--- src/rtl/core/kmpw_pkg.sv ---
`timescale 1ns / 1ps

package kmpw_pkg;

    // Request codes carried on req_type.
    typedef enum logic [1:0] {
        REQ_CLEAR  = 2'd0,
        REQ_APPEND = 2'd1,
        REQ_TEXT   = 2'd2,
        REQ_END    = 2'd3
    } kmpw_req_t;

    localparam int unsigned SymbolWidth = 8;
    localparam int unsigned TagWidth    = 16;

    // Per-cycle commands shared by every cell of the row.
    typedef struct packed {
        logic clear;   // drop all partial matches
        logic step;    // advance partial matches by one text byte
    } kmpw_cell_ctrl_t;

endpackage

--- src/rtl/core/kmpw_cell.sv ---
`timescale 1ns / 1ps

// One pattern position. The cell holds its pattern byte and a flag telling
// whether the pattern prefix ending at this position is a suffix of the text.
module kmpw_cell (
    input  logic                            clk,
    input  logic                            rst_n,
    input  kmpw_pkg::kmpw_cell_ctrl_t       ctrl,
    input  logic                            load,
    input  logic [kmpw_pkg::SymbolWidth-1:0] symbol,
    input  logic                            prev_active,
    input  logic                            keep,
    output logic                            match,
    output logic                            active
);
    import kmpw_pkg::*;

    logic [SymbolWidth-1:0] pat_reg;
    logic                   active_reg;
    logic                   active_next;

    // The prefix through this position matches if the shorter prefix did and
    // this byte equals the incoming text byte.
    assign match  = prev_active && (pat_reg == symbol);
    assign active = active_reg;

    always_comb
    begin
        active_next = active_reg;
        if (ctrl.clear)
        begin
            active_next = 1'b0;
        end
        else if (ctrl.step)
        begin
            active_next = match && keep;
        end
    end

    always_ff @(posedge clk)
    begin
        if (load)
        begin
            pat_reg <= symbol;
        end
    end

    always_ff @(posedge clk or negedge rst_n)
    begin
        if (!rst_n)
        begin
            active_reg <= 1'b0;
        end
        else
        begin
            active_reg <= active_next;
        end
    end

endmodule

--- src/rtl/core/kmp_word_substring_matcher_unit.sv ---
`timescale 1ns / 1ps

// Substring detector for a stream of words. Each input transaction is one
// request: clear the pattern, append a pattern byte, feed a text byte, or end
// the current word. Only an end-of-word request produces an output
// transaction, carrying found, the echoed tag and the pattern overflow flag.
//
// The pattern lives in a row of cells, one per position. Every cell keeps a
// flag saying whether the pattern prefix ending there is a suffix of the text
// so far; a text byte shifts those flags one cell along, gated by a byte
// compare in each cell. This tracks exactly the set of prefixes the classic
// failure-function walk would visit.
//
// Throughput is one request per cycle while in_ready is high. An end-of-word result appears on the
// output register the cycle after its request is accepted. The output register
// separates the two sides: in_ready stays high while the result register is
// empty or being drained, and drops only while a result waits on a stalled
// receiver. Reset empties the pattern and clears the match, hit, overflow and valid state.
module kmp_word_substring_matcher_unit #(
    parameter int unsigned MAX_PATTERN = 32
) (
    input  logic                             clk,
    input  logic                             rst_n,
    input  logic                             in_valid,
    output logic                             in_ready,
    input  logic [1:0]                       req_type,
    input  logic [kmpw_pkg::SymbolWidth-1:0] symbol,
    input  logic [kmpw_pkg::TagWidth-1:0]    word_tag,
    output logic                             out_valid,
    input  logic                             out_ready,
    output logic                             found,
    output logic [kmpw_pkg::TagWidth-1:0]    tag_out,
    output logic                             pattern_overflow
);
    import kmpw_pkg::*;

    localparam int unsigned LenWidth = $clog2(MAX_PATTERN + 1);

    kmpw_req_t            req;
    logic                 accept;
    kmpw_cell_ctrl_t      ctrl;

    logic [LenWidth-1:0]  len_reg;
    logic [LenWidth-1:0]  len_next;
    logic                 hit_reg;
    logic                 hit_next;
    logic                 ovf_reg;
    logic                 ovf_next;
    logic                 out_valid_reg;
    logic                 out_valid_next;
    logic                 found_reg;
    logic [TagWidth-1:0]  tag_reg;
    logic                 povf_reg;

    logic [MAX_PATTERN-1:0] cell_match;
    logic [MAX_PATTERN-1:0] cell_active;
    logic [MAX_PATTERN-1:0] last_sel;
    logic                   full_hit;
    logic                   pattern_full;

    assign req          = kmpw_req_t'(req_type);
    assign in_ready     = !out_valid_reg || out_ready;
    assign accept       = in_valid && in_ready;
    assign pattern_full = (len_reg == LenWidth'(MAX_PATTERN));

    // Text bytes are ignored while the pattern is empty. Ending a word drops
    // the partial matches just as a clear does.
    assign ctrl.step  = accept && (req == REQ_TEXT) && (len_reg != '0);
    assign ctrl.clear = accept && ((req == REQ_CLEAR) || (req == REQ_END));

    genvar k;
    generate
        for (k = 0; k < MAX_PATTERN; k++)
        begin : g_cell
            logic prev_active;
            logic keep;
            logic load;

            if (k == 0)
            begin : g_head
                // The empty prefix always matches.
                assign prev_active = 1'b1;
            end
            else
            begin : g_body
                assign prev_active = cell_active[k-1];
            end

            // A completed whole-pattern match is not carried forward; the
            // search resumes from the longest proper border instead.
            assign keep        = (LenWidth'(k + 1) < len_reg);
            assign load        = accept && (req == REQ_APPEND) && (len_reg == LenWidth'(k));
            assign last_sel[k] = (len_reg == LenWidth'(k + 1));

            kmpw_cell u_cell (
                .clk         (clk),
                .rst_n       (rst_n),
                .ctrl        (ctrl),
                .load        (load),
                .symbol      (symbol),
                .prev_active (prev_active),
                .keep        (keep),
                .match       (cell_match[k]),
                .active      (cell_active[k])
            );
        end
    endgenerate

    // The whole pattern is seen when the cell at the last pattern position
    // matches on this byte.
    assign full_hit = |(cell_match & last_sel);

    always_comb
    begin
        len_next       = len_reg;
        hit_next       = hit_reg;
        ovf_next       = ovf_reg;
        out_valid_next = out_valid_reg && !out_ready;
        if (accept)
        begin
            unique case (req)
                REQ_CLEAR:
                begin
                    len_next = '0;
                    hit_next = 1'b0;
                    ovf_next = 1'b0;
                end
                REQ_APPEND:
                begin
                    if (pattern_full)
                    begin
                        ovf_next = 1'b1;
                    end
                    else
                    begin
                        len_next = len_reg + LenWidth'(1);
                    end
                end
                REQ_TEXT:
                begin
                    if (ctrl.step && full_hit)
                    begin
                        hit_next = 1'b1;
                    end
                end
                REQ_END:
                begin
                    hit_next       = 1'b0;
                    out_valid_next = 1'b1;
                end
                default:
                begin
                    len_next = len_reg;
                end
            endcase
        end
    end

    always_ff @(posedge clk or negedge rst_n)
    begin
        if (!rst_n)
        begin
            len_reg       <= '0;
            hit_reg       <= 1'b0;
            ovf_reg       <= 1'b0;
            out_valid_reg <= 1'b0;
        end
        else
        begin
            len_reg       <= len_next;
            hit_reg       <= hit_next;
            ovf_reg       <= ovf_next;
            out_valid_reg <= out_valid_next;
        end
    end

    // Result payload is captured only when an end-of-word request is taken.
    always_ff @(posedge clk)
    begin
        if (accept && (req == REQ_END))
        begin
            found_reg <= hit_reg;
            tag_reg   <= word_tag;
            povf_reg  <= ovf_reg;
        end
    end

    assign out_valid        = out_valid_reg;
    assign found            = found_reg;
    assign tag_out          = tag_reg;
    assign pattern_overflow = povf_reg;

endmodule

--- config.mk ---
export PLATFORM = sky130hd
export DESIGN_NAME = kmp_word_substring_matcher_unit
export DESIGN_NICKNAME = d
export VERILOG_FILES = /design/src/rtl/core/kmpw_pkg.sv /design/src/rtl/core/kmpw_cell.sv /design/src/rtl/core/kmp_word_substring_matcher_unit.sv
export SDC_FILE = /design/constraint.sdc
export NUM_CORES = 1
export LEC_CHECK = 0
export BUFFER_PORTS_ARGS = -buffer_cell sky130_fd_sc_hd__buf_2
export CORE_ASPECT_RATIO = 0.5
export CORE_MARGIN = 5
export CORE_UTILIZATION = 60
export DETAILED_ROUTE_END_ITERATION = 8
export HOLD_SLACK_MARGIN = 0.1
export PLACE_DENSITY = 0.78
export SLEW_MARGIN = 20
export SYNTH_ARGS = -nofsm -noshare
export SYNTH_HDL_FRONTEND = slang
export SYNTH_SLANG_ARGS = --single-unit
--- constraint.sdc ---
create_clock -name clk -period 6.75 [get_ports clk]
set_input_delay 1.0125 -clock clk [delete_from_list [all_inputs] [get_ports clk]]
set_output_delay 1.0125 -clock clk [all_outputs]
set_load 0.01 [all_outputs]
Word level (Yosys, flattened, before mapping)
Cells that the tools add are included.

$add $sub $neg: 1. Order comparisons: 31. Equal/unequal tests: 70. Muxes and demuxes: 70. Bitwise logic cells: 1. Reduce and logical (&&, ||, !) cells: 117.

Operators with widths (number): == test 8 bit (32); logical AND 1 bit (102); == test 6 x 5 -> 1 bit, second input constant (16); < comparator 5 x 6 -> 1 bit, first input constant (16); two-way mux 1 bit (66); == test 6 x 4 -> 1 bit, second input constant (8); < comparator 4 x 6 -> 1 bit, first input constant (8); bitwise AND 32 bit (1); OR reduction 32 bit (1); == test 6 x 3 -> 1 bit, second input constant (4); < comparator 3 x 6 -> 1 bit, first input constant (4); == test 6 x 2 -> 1 bit, second input constant (2); < comparator 2 x 6 -> 1 bit, first input constant (2); one-hot mux 6 bit (2 select lines) (1); AND reduction 3 bit (3); adder 6 x 1 -> 6 bit, second input constant (1); == test 6 x 1 -> 1 bit, second input constant (1); == test 6 bit, second input constant (1); logical NOT 6 bit (1); < comparator 1 x 6 -> 1 bit, first input constant (1); two-way mux 6 bit (1); nonzero test 2 bit (3); nonzero test 6 bit (1); == test 2 bit, second input constant (2); other kinds (8) (12).

Register bits: 314. Input port bits: 30. Output and inout port bits: 20.

Longest topological paths before layout
Word-level depth: 8. Gate-level depth with buffers: 9.

Modules after synthesis
Synthesis repeated with hierarchy kept, for this count alone.

Cell total of the unflattened synthesis: 1008. Area total of the unflattened synthesis: 14398.8 um^2.

By module, submodules not included: kmpw_cell (times used 32, cells each 24, area each 386.6 um^2); kmp_word_substring_matcher_unit (times used 1, cells each 240, area each 2026.9 um^2).

Worst setup path before layout
No wires, ideal clock.

Kind: input port to flip-flop. From: input port req_type[1]. To: register g_cell[30].u_cell.pat_reg[0], enable pin. Data arrival time: 2.544 ns. Slack: 3.821 ns. Cell stages on the path: 6. Path buffers: 1. Path through: inv_1 > ha_1 > and3_1 > clkbuf_1 > nand2_1 > nor3b_1.

Longest elaborated chain between the ends: 3.

Ends and longest elaborated chain: start, declared (RTL line kmp_word_substring_matcher_unit.sv:26) `input logic [1:0] req_type,`; == test 2 x 1 -> 1 bit (RTL line kmp_word_substring_matcher_unit.sv:92) `assign load = accept && (req == REQ_APPEND) && (len_reg == LenWidth'(k));`; logical AND 1 bit (2 in a row) (RTL line kmp_word_substring_matcher_unit.sv:92); named net g_cell[30].load (RTL line kmp_word_substring_matcher_unit.sv:77) `logic load;`; end signal, assigned (RTL line kmpw_cell.sv:44) `pat_reg <= symbol;`; end, declared (RTL line kmpw_cell.sv:18) `logic [SymbolWidth-1:0] pat_reg;`.

The timed path passes the listed nets, and every way through them passes these cells. A chain may end at the register's enable or synchronous reset.

Final worst setup path
From: input port symbol[2] (netlist bit). To: register hit_reg.

Longest elaborated chain between the ends: 7. Elaborated cells between the ends (all ways): 68.

Ends and longest elaborated chain: start, declared (RTL line kmp_word_substring_matcher_unit.sv:27) `input logic [kmpw_pkg::SymbolWidth-1:0] symbol,`; == test 8 bit (RTL line kmpw_cell.sv:24) `assign match = prev_active && (pat_reg == symbol);`; logical AND 1 bit (RTL line kmpw_cell.sv:24); bitwise AND 32 bit (*) (RTL line kmp_word_substring_matcher_unit.sv:111) `assign full_hit = |(cell_match & last_sel);`; OR reduction 32 bit (*) (RTL line kmp_word_substring_matcher_unit.sv:111); logical AND 1 bit (*) (RTL line kmp_word_substring_matcher_unit.sv:141) `if (ctrl.step && full_hit)`; inequality test 2 x 1 -> 1 bit (no line) (*); AND reduction 3 bit (no line) (*); end signal, assigned (RTL line kmp_word_substring_matcher_unit.sv:171) `hit_reg <= hit_next;`; end, declared (RTL line kmp_word_substring_matcher_unit.sv:45) `logic hit_reg;`.

Every way passes the cells marked *; elsewhere a longest branch is shown, timed or not.

==> metrics.txt <==
status=finished clean; Final #Nets=1098; fin crit share=50.8%; adder-cell area share of the yosys netlist=0.617%; DP HPWL=21600 um; max FFs per register=256; cts repair resizes=0; register area share after synthesis=65.0%; mux contribution to synthesized area=0.0793%; first-pass GRT wire length=49400 um; Syn-to-layout area delta=7.71%; Remaining DRCs=0; pin count of the biggest net entering global routing=41; Antenna Nets Post-Route=0; clk_skew=0.0241 ns; CTS Hold Bufs=0; layout cells sized above 1=10.3%; drt pass-1 iters=6; total track usage=23.9%; FF-to-FF path depth=8; crit path kind=in2reg; CP startpoint kind=input pin; largest family of logic cells by synthesized area=XOR/XNOR gates; Port Buffers=49; clock slew at reported path FFs=0.07 ns; Crit Reg-Reg Startpoint=len_reg[1]; Reg2Reg Setup Slack=3.64 ns; initial antenna violation count=1; syn avg cell area=14.0 um^2; Critical Path Start=symbol[2]; CTS tree=built; TritonCTS Buffers=27; Sink Count=314; die height=119 um; Root Driver=clkbuf_16; setup_tns=0 ns; Ant. Diodes=0; final hold viol count=0; worst-margin pin slew=1.02 ns; Data required, critical path=7.19 ns; Synth Instances=1013; grt ovf=0; final instance area=15300 um^2; die area=27000 um^2; die width=228 um; EDFF count, synth=274; crit path max fanout=31; insertion delay of the later-clocked pin in the worst-skew pair=0.55 ns; filler instances=1653; RSZ-0062 raised after global routing=false; post-DR vias/cell=5.98; H-tree depth=1; Synth Net Count=1050; Yosys reg bits=314; initial drt markers=999; peak supply drop=0.232 mV; Simple-Gate Fraction of Synth Area=11.5%; routed len/inst=23.0 um; postcts setup bufs=0; Synth Area in XOR/XNOR=15.9%; synth warn=0; # rows=39; Hold Path Class=in2async; Initial Util=61.6%; Vias=8304; critical path data arrival time=3.87 ns; Synth Area in Compound Gates=2.94%; Placed Instance Area=14400 um^2; Slew Viols, Final=0; Max Cap Viol=0; vias in the first global route=8123; clk buf depth=3; Rel. slew slack=32.2%; Final setup viols=0; LEAKAGE=0.00494 uW; Synth async-reset ratio=12.7%; Power Density=262 nW/um^2; core area=23000 um^2; number of top-level pins=50; post-layout min period=3.43 ns; DRT Wirelength=31900 um; Cell Area, Synth=14200 um^2; global placer's final weighted congestion=0.975; Netlist cell types=55; most used flip-flop cell after synthesis=edfxtp_1; crit path capture type=flip-flop; fmax=292 MHz
-- worst max-delay path, stage by stage --
cell     delay (ns)
buf_2          0.48
buf_4          0.52
xnor2_1        0.18
and4_1         0.22
nor4b_1        0.15
nor4_1         0.41
nand4_1        0.18
or4_1          0.52
and3_1         0.17
-- path summary, 6_finish.rpt --
| kind | end |
|---|---|
| max | hit_reg |
| min | g_cell[4].u_cell.active |
| max reg2reg | hit_reg |
| min reg2reg | g_cell[29].u_cell.active |
| max in group asynchronous | g_cell[18].u_cell.active |
| min in group clk | g_cell[29].u_cell.active |
-- cells in the final DEF, fill, tap and decap left out, types with 4 or more instances in the layout --
| cell type | count |
|---|---|
| xor2_1 | 28 |
| clkbuf_1 | 14 |
| nor3_1 | 26 |
| xnor2_1 | 230 |
| clkbuf_16 | 27 |
| clkinv_2 | 4 |
| inv_1 | 7 |
| a32o_1 | 7 |
| dfrtp_1 | 40 |
| a21oi_1 | 11 |
| nand4_1 | 43 |
| and3_1 | 5 |
| ha_1 | 7 |
| and2_1 | 6 |
| nor2_1 | 48 |
| nor4_1 | 26 |
| nand3_1 | 39 |
| buf_2 | 48 |
| nor2b_1 | 4 |
| edfxtp_1 | 274 |
| a22o_1 | 11 |
| o21ai_0 | 8 |
| and4_1 | 4 |
| buf_4 | 19 |
| nand2_1 | 95 |
-- synth_stat cells, drive strengths merged, types with 4 or more instances --
| cell type | n | area [um^2] |
|---|---|---|
| edfxtp | 274 | 8230 |
| xnor2 | 230 | 2010 |
| nand2 | 95 | 357 |
| nor2 | 49 | 184 |
| nand4 | 43 | 269 |
| buf | 40 | 498 |
| dfrtp | 40 | 1000 |
| nand3 | 40 | 205 |
| xor2 | 28 | 245 |
| nor4 | 27 | 175 |
| nor3 | 26 | 130 |
| a21oi | 11 | 55.1 |
| a22o | 11 | 96.3 |
| clkbuf | 9 | 33.8 |
| o21ai | 8 | 40.0 |
| a32o | 7 | 70.1 |
| ha | 7 | 87.6 |
| inv | 7 | 26.3 |
| and2 | 6 | 37.5 |
| and3 | 5 | 31.3 |
| and4 | 4 | 35.0 |
| nor2b | 4 | 25.0 |
-- metal layers --
metal  part of all wire (%)  GRT usage, %  vias to the layer above  routed length (um)
met5                      0             0                        -                   0
met4                    1.8          5.00                        0                 563
met3                    9.5          6.61                       44                3040
met2                     43          34.0                      333               13800
met1                     46          37.4                     4163               14600
li1                       -             -                     3764                   -
-- kinds of logic (layout without fill, tap and decap cells) --
| group | count (synthesis) | count (layout) |
|---|---|---|
| buffers and inverters | 56 | 124 |
| muxes | 1 | 1 |
| DFF | 314 | 314 |
| xor gates and xnor gates | 258 | 258 |
| AOI/OAI and AO/OA | 56 | 56 |
| and+or+nand+nor | 321 | 321 |
| adders and majority gates | 7 | 7 |
-- metrics by stage --
stage | power (uW) | hold slack (ns) | setup slack [ns] | instances | util [%]
global route | 4140 | 0.497 | 3.18 | 1388 | 66.4
floorplan | 2420 | 0.438 | 3.82 | 1013 | -
global placement | 2520 | 0.452 | 2.88 | 1339 | 62.7
CTS | 4010 | 0.482 | 3.35 | 1388 | 66.4
finish | 4000 | 0.462 | 3.32 | 1388 | 66.4
detailed placement | 2520 | 0.460 | 2.77 | 1339 | 62.7
-- area by class of cell --
type,instances,area [um^2],share of cell area [%]
clock inverter,6,80.1,0.524
sequential,314,9230,60.4
multi-input combinational,643,4410,28.8
tap,307,384,2.51
timing repair buffer,68,403,2.64
clock buffer,43,756,4.94
inverter,7,26.3,0.172
-- power by group --
part | switching (uW) | leakage [uW] | internal [uW] | total (uW)
logic | 216 | 0.00151 | 103 | 319
registers | 35.2 | 0.00302 | 2130 | 2160
clock network | 676 | 0.000408 | 842 | 1520
total | 927 | 0.00494 | 3070 | 4000
No activity file was read; power rests on OpenSTA's default activity.
